## src/lob_pkg.sv

```systemverilog
`default_nettype none
// ----------------------------------------------------------------------------
// lob_pkg
// Shared types and codes of the limit order book matcher.
// ----------------------------------------------------------------------------
package lob_pkg;

    typedef struct packed {
        logic [1:0]  mode;
        logic [13:0] stock_id;
        logic [19:0] limit_price;
        logic [15:0] quantity;
        logic        side;
        logic [15:0] target_id;
    } in_t;

    typedef struct packed {
        logic [2:0]  out_kind;
        logic [15:0] out_order_id;
        logic [15:0] out_other_id;
        logic [13:0] out_stock;
        logic [20:0] out_price;
        logic [15:0] out_quantity;
        logic        out_side;
        logic        out_last;
    } out_t;

    typedef struct packed {
        logic [13:0] stock;
        logic [15:0] id;
        logic [19:0] price;
        logic [15:0] qty;
    } entry_t;

    localparam logic [1:0] CMD_NOP    = 2'd0;
    localparam logic [1:0] CMD_INSERT = 2'd1;
    localparam logic [1:0] CMD_REMOVE = 2'd2;
    localparam logic [1:0] CMD_SETQTY = 2'd3;

    typedef struct packed {
        logic [1:0] cmd;
        entry_t     ent;
    } book_op_t;

    localparam logic [1:0] MODE_SUBMIT = 2'd0;
    localparam logic [1:0] MODE_QUERY  = 2'd1;
    localparam logic [1:0] MODE_CANCEL = 2'd2;
    localparam logic [1:0] MODE_NONE   = 2'd3;

    localparam logic [2:0] KIND_ACK       = 3'd0;
    localparam logic [2:0] KIND_DEAL      = 3'd1;
    localparam logic [2:0] KIND_LISTED    = 3'd2;
    localparam logic [2:0] KIND_CANCELLED = 3'd3;
    localparam logic [2:0] KIND_NOT_FOUND = 3'd4;
    localparam logic [2:0] KIND_FULL      = 3'd5;
    localparam logic [2:0] KIND_QRY_DONE  = 3'd6;

endpackage
`default_nettype wire

```

## src/lob_cell.sv

```systemverilog
`default_nettype none
// ----------------------------------------------------------------------------
// lob_cell
// One book slot: holds an order and takes a neighbor's order on shifts.
// ----------------------------------------------------------------------------
module lob_cell (
    input  wire logic            clk,
    input  wire logic [1:0]      cmd,
    input  wire logic            here,
    input  wire logic            after,
    input  wire lob_pkg::entry_t left,
    input  wire lob_pkg::entry_t right,
    input  wire lob_pkg::entry_t fresh,
    output lob_pkg::entry_t      ent
);
    import lob_pkg::*;

    entry_t ent_reg;
    entry_t ent_next;

    always_comb
    begin
        ent_next = ent_reg;
        unique case (cmd)
            CMD_INSERT:
            begin
                if (here)
                begin
                    ent_next = fresh;
                end
                else if (after)
                begin
                    ent_next = left;
                end
            end
            CMD_REMOVE:
            begin
                if (here || after)
                begin
                    ent_next = right;
                end
            end
            CMD_SETQTY:
            begin
                if (here)
                begin
                    ent_next.qty = fresh.qty;
                end
            end
            default:
            begin
                ent_next = ent_reg;
            end
        endcase
    end

    always_ff @(posedge clk)
    begin
        ent_reg <= ent_next;
    end

    assign ent = ent_reg;

endmodule
`default_nettype wire

```

## src/lob_book.sv

```systemverilog
`default_nettype none
// ----------------------------------------------------------------------------
// lob_book
// Compacted sorted book built as a row of shifting cells with a fill count.
// ----------------------------------------------------------------------------
module lob_book #(
    parameter int DEPTH = 16
) (
    input  wire logic                       clk,
    input  wire logic                       rst_n,
    input  wire lob_pkg::book_op_t          op,
    input  wire logic [$clog2(DEPTH)-1:0]   idx,
    input  wire logic [$clog2(DEPTH)-1:0]   rd_idx,
    output lob_pkg::entry_t                 rd,
    output logic [$clog2(DEPTH+1)-1:0]      count
);
    import lob_pkg::*;

    localparam int AW = $clog2(DEPTH);
    localparam int CW = $clog2(DEPTH + 1);

    entry_t          ents [DEPTH];
    logic [CW-1:0]   cnt_reg;
    logic [CW-1:0]   cnt_next;

    for (genvar i = 0; i < DEPTH; i++)
    begin : g_cell
        lob_cell u_cell (
            .clk   (clk),
            .cmd   (op.cmd),
            .here  (idx == AW'(i)),
            .after (AW'(i) > idx),
            .left  (ents[(i == 0) ? 0 : i - 1]),
            .right (ents[(i == DEPTH - 1) ? i : i + 1]),
            .fresh (op.ent),
            .ent   (ents[i])
        );
    end

    always_comb
    begin
        cnt_next = cnt_reg;
        if (op.cmd == CMD_INSERT)
        begin
            cnt_next = cnt_reg + CW'(1);
        end
        else if (op.cmd == CMD_REMOVE)
        begin
            cnt_next = cnt_reg - CW'(1);
        end
    end

    always_ff @(posedge clk or negedge rst_n)
    begin
        if (!rst_n)
        begin
            cnt_reg <= '0;
        end
        else
        begin
            cnt_reg <= cnt_next;
        end
    end

    assign rd    = ents[rd_idx];
    assign count = cnt_reg;

`ifndef ASSERT_OFF
    a_cnt_range: assert property (@(posedge clk) disable iff (!rst_n)
        cnt_reg <= CW'(DEPTH))
        else $error("book count out of range");
    a_no_overfill: assert property (@(posedge clk) disable iff (!rst_n)
        (op.cmd == CMD_INSERT) |-> (cnt_reg < CW'(DEPTH)))
        else $error("insert into full book");
    a_no_underflow: assert property (@(posedge clk) disable iff (!rst_n)
        (op.cmd == CMD_REMOVE) |-> (cnt_reg != '0) && (CW'(idx) < cnt_reg))
        else $error("remove outside filled range");
`endif

endmodule
`default_nettype wire

```

## config.mk

```make
export PLATFORM = sky130hd
export DESIGN_NAME = lob_book
export DESIGN_NICKNAME = d
export VERILOG_FILES = /design/src/lob_pkg.sv /design/src/lob_cell.sv /design/src/lob_book.sv
export SDC_FILE = /design/constraint.sdc
export NUM_CORES = 2
export LEC_CHECK = 0
export ABC_AREA = 0
export BUFFER_PORTS_ARGS = -buffer_cell sky130_fd_sc_hd__buf_2
export CORE_MARGIN = 3
export CORE_UTILIZATION = 45
export CTS_CLUSTER_SIZE = 20
export DETAILED_ROUTE_END_ITERATION = 12
export PLACE_DENSITY = 0.61
export SYNTH_ARGS = -nofsm -noshare
export SYNTH_HDL_FRONTEND = slang
export SYNTH_HIERARCHICAL = 1
export SYNTH_SLANG_ARGS = --single-unit
```

## constraint.sdc

```tcl
create_clock -name clk -period 1.8 [get_ports clk]
set_input_delay 0.18 -clock clk [delete_from_list [all_inputs] [get_ports clk]]
set_output_delay 0.18 -clock clk [all_outputs]
set_load 0.01 [all_outputs]
```

Word-level counts from Yosys, hierarchy flattened:

Cells that the tools add are included.

* reduce and logical (&&, ||, !) cells: 52
* bitwise gates (word level): 1
* magnitude comparators: 17
* $mul: 0
* multiplexer cells: 98
* $add $sub $neg: 2
* eq/ne operators: 65
* divide/modulo/power cells: 0
* shift operators: 0

Operators by type and width (count)
* 2-to-1 mux 66 bit: 48
* one-hot mux 50 bit (2 select lines): 15
* one-hot mux 16 bit (3 select lines): 15
* binary-select mux 66 bit (select 4 bit): 1
* 2-to-1 mux 16 bit: 16
* inequality test 2 x 1 -> 1 bit (second input constant): 32
* AND reduction 4 bit: 15
* AND reduction 3 bit: 16
* inequality test 3 x 1 -> 1 bit (second input constant): 15
* == test 4 bit (second input constant): 8
* > comparator 4 bit (first input constant): 8
* one-hot mux 16 bit (2 select lines): 1
* == test 4 x 3 -> 1 bit (second input constant): 4
* > comparator 3 x 4 -> 1 bit (first input constant): 4
* logical OR 1 bit: 15
* 2-to-1 mux 5 bit: 2
* == test 4 x 2 -> 1 bit (second input constant): 2
* > comparator 1 x 4 -> 1 bit (first input constant): 2
* > comparator 2 x 4 -> 1 bit (first input constant): 2
* nonzero test 2 bit: 3
* adder 5 x 1 -> 5 bit (second input constant): 1
* >= comparator 5 bit (second input constant): 1
* NOT 4 -> 5 bit: 1
* subtractor 5 x 1 -> 5 bit (second input constant): 1
* 6 further kinds: 7

* RAM bits: 0
* bits in latches: 0
* bits in registers: 1061
* memories: 0
* input port bits: 78
* bits in read-only memories: 0

Logic depth before layout (Yosys ltp):

* depth in word-level cells: 4
* mapped depth: 10
* depth with buffers taken out: 8

Modules after synthesis:

Netlist, hierarchy kept.

Modules (own cells, without submodules)
* lob_cell: times used 16, cells an instance 321, seq. area each 1981.9 µm², area an instance 3716.1 µm²
* lob_book: times used 1, cells an instance 632, seq. area each 125.1 µm², area an instance 8201.6 µm²

Worst setup path before layout:

OpenSTA, ideal clock, no wires.

* path kind: input to register
* start: input idx[1]
* end: register g_cell[4].u_cell.ent_reg, in the netlist g_cell[4].u_cell/ent[16] (enable)
* path slack: -1.145 ns
* buffers on the path: 5
* data required time: 1.389 ns
* arrival time: 2.534 ns
* cell stages on the path: 8
* cell sequence: clkbuf_1 -> or2_2 -> clkbuf_1 -> nor2_1 -> buf_4 -> buf_12 -> buf_12 -> o22a_1

* cells in the longest elaborated chain, start to end: 4
* elaborated cells on any way between the ends: 6
* those cells by class: 1 x order compare; 3 x eq/ne; 2 x reduce/logical

Ends and longest elaborated chain
* start, declared: RTL line lob_book.sv:12 `input wire logic [$clog2(DEPTH)-1:0] idx,`
* > comparator 3 x 4 -> 1 bit or == test 4 x 3 -> 1 bit (tied branches): RTL line lob_book.sv:32, lob_book.sv:31
* logical OR 1 bit: RTL line lob_cell.sv:38 `if (here || after)`
* inequality test 2 x 1 -> 1 bit (no line)
* AND reduction 3 bit (no line) *
* end signal, assigned: RTL line lob_cell.sv:59 `ent_reg <= ent_next;`
* end, declared: RTL line lob_cell.sv:18 `entry_t ent_reg;`

Mark *: on every way between the ends. The rest lies on a longest branch, timed or not.
A chain may end at the register's enable or synchronous reset.

==> impl_metrics.tcl <==
set metrics [dict create \
    clkLatencyLatePin_ps 790 \
    timing.final.ws_setup_ps -713 \
    powerDensity_nw_per_um2 845 \
    hold_path.class "in -> reg" \
    setup_viol 66 \
    violations "negative setup slack" \
    preCtsSetupSlack_ps -547 \
    nets 6872 \
    hold_viol_final 0 \
    grt_pass1_wl_um 357000 \
    fp-row-count 141 \
    syn_to_final_growth_pct 27.1 \
    io_pins 149 \
    cts_tree "done" \
    maxSlewHeadroom 0.530 \
    worstPathArrival_ps 2330 \
    grt_pass1_vias 55155 \
    drt-initial-drc-count 6228 \
    synth_top_flop_cell "edfxtp_1" \
    drc_errors 0 \
    yosysSeqAreaShare 0.471 \
    yosysMostFrequentCell "edfxtp_1" \
    grt_util_met1 0.395 \
    numCtsBuffers 130 \
    finalWirelength_um 240000 \
    synth_edf_count 1056 \
    viasPerCell 6.20 \
    worstPathRequired_ps 1620 \
    crit_fanout 2 \
    netlist.top_cell.by_area "edfxtp_1" \
    synth_top_cell_area_share 0.469 \
    cts_root_buf "clkbuf_16" \
    wl_per_cell_um 27.2 \
    syn_area_um2 67700 \
    grt_use_met2 0.493 \
    end_kind "output port" \
    leakage_nw 29.2 \
    gr-total-overflow 0 \
    slew_violations 0 \
    fin_tns_setup_ps -39100 \
    fmax_ghz 0.398 \
    ys_warn_count 6 \
    min_from "idx[3]" \
    grt_usage 0.302 \
    top_usage_layer "met2" \
    cts_buffer_depth 3 \
    drive_gt1_frac 0.298 \
    htree_levels 4 \
    syn_area_per_cell_um2 11.7 \
    synth_area_leaders "edfxtp_1 47%, mux2i_1 15%, mux4_2 8.8%" \
    cap_violations 0 \
    ant_nets 0 \
    largest_reg_flops 1056 \
    cp-start-kind "flop" \
    clk_pin_slew_ps 60 \
    die_y_um 394 \
    firstDrtPassIters 6 \
    ir_worst_vdd_uv 915 \
    crit_type "reg -> out" \
    run_status "finished, violations left" \
    portBuffers 148 \
    syn-instance-count 5768 \
    synth_commonest_cells "1056 x edfxtp_1, 1041 x mux2i_1, 889 x nand2_1" \
    grt_use_met3 0.0552 \
    fin_crit_sh 1.40 \
    num_vias 54770 \
    grt_start_max_net_pins 83 \
    rsz0062_at_grt "yes" \
    die_w_um 394 \
    r2r_start "count[1]" \
    ys_ff_latch 1061 \
    utilization 0.579 \
    finalCriticalPeriod_ps 2510 \
    start_util 0.455 \
    antenna_found_initial 14 \
    core_um2 149000 \
    dpl.hpwl_um 161000 \
    gp_congestion 0.894 \
    synth_cell_types 38 \
    worst_pin_slew_ps 704 \
    async_flop_share 0.00471 \
    dieArea_um2 155000 \
    cts_num_sinks 1061 \
    final.setup_skew_ps 19.1 \
    crit_start "g_cell[0].u_cell/ent[13]" \
]
-- through the flow --
stage	hold slack [ps]	instance area, um2	total power, mW	instances
after floorplan	-116	68100	38.7	5769
after detailed placement	6.08	78000	45.6	8264
after CTS	26.3	85300	72.5	8764
final	92.3	86000	72.7	8828
after global placement	0.827	78000	45.3	8264
after global routing	74.3	86000	75.1	8824
-- final cells by class --
class / count / area, um2
Multi-Input combinational cell: 4145 / 33600
Clock inverter: 62 / 602
Timing Repair Buffer: 1333 / 13800
Inverter: 54 / 210
Clock buffer: 164 / 3440
Tap cell: 2002 / 2500
Sequential cell: 1061 / 31800
Fill cell: 12215 / 62600
Antenna cell: 7 / 17.5
-- worst max-delay path, stage by stage, from the launching register on --
cell      delay (ps)
edfxtp_1         420
mux4_2           540
a22oi_2          220
buf_4            160
nand2_4           60
buf_6            140
-- worst paths after layout --
check	depth (start not counted)	endpoint	slack, ps
worst min-delay path	3	g_cell[9].u_cell/ent[17]	90
max in group asynchronous	3	count[0]	1280
worst max-delay path	5	rd[13]	-710
worst min register to register	2	count[2]	530
worst max register to register	4	count[4]	140
min in group asynchronous	3	count[2]	310
-- power breakdown --
group | switching, mW | internal (mW) | total [mW] | leakage [nW]
logic | 8.24 | 7.30 | 15.5 | 17.2
registers | 1.38 | 29.9 | 31.3 | 10.0
clock network | 11.3 | 14.6 | 25.8 | 1.97
-- placed cells by master, fill, tap and decap left out, types with 49 or more instances in the layout --
master	synthesis	final
nor2b_1	242	240
clkbuf_16	0	133
edfxtp_1	1056	1056
buf_2	140	88
buf_12	32	287
nand2_1	889	830
ha_1	68	49
a22oi_2	0	121
a2bb2oi_1	240	240
a21oi_1	309	286
o21ai_0	805	805
buf_6	100	61
dlygate4sd3_1	0	52
buf_4	72	843
inv_1	54	52
mux2i_1	1041	1041
mux4_2	264	264
-- cell families after synthesis --
family,count (synthesis),share of synthesized area
simple gates,1226,0.0826
flops,1061,0.471
buf+inv,563,0.0569
xor+xnor,3,0.000388
compound gates,1539,0.135
fa+ha+maj,69,0.0129
other cells,1,0.0000554
mux,1306,0.242
-- metal layers --
| metal | part of all wire | up-vias | routed length [um] |
|---|---|---|---|
| li1 | - | 23861 | - |
| met1 | 0.39 | 27144 | 92500 |
| met2 | 0.48 | 3135 | 114000 |
| met3 | 0.096 | 622 | 23100 |
| met4 | 0.043 | 8 | 10300 |
| met5 | 0.00020 | - | 47 |
-- what timing repair did --
action | CTS | global route
buffers inserted | 225 | 58
hold buffers | 52 | 0
resized for setup | 236 | 49
hold endpoints to repair | 706 | 0
setup endpoints to repair | 67 | 68
pin swaps | 122 | 47
Power figures use the tool's default switching activity.
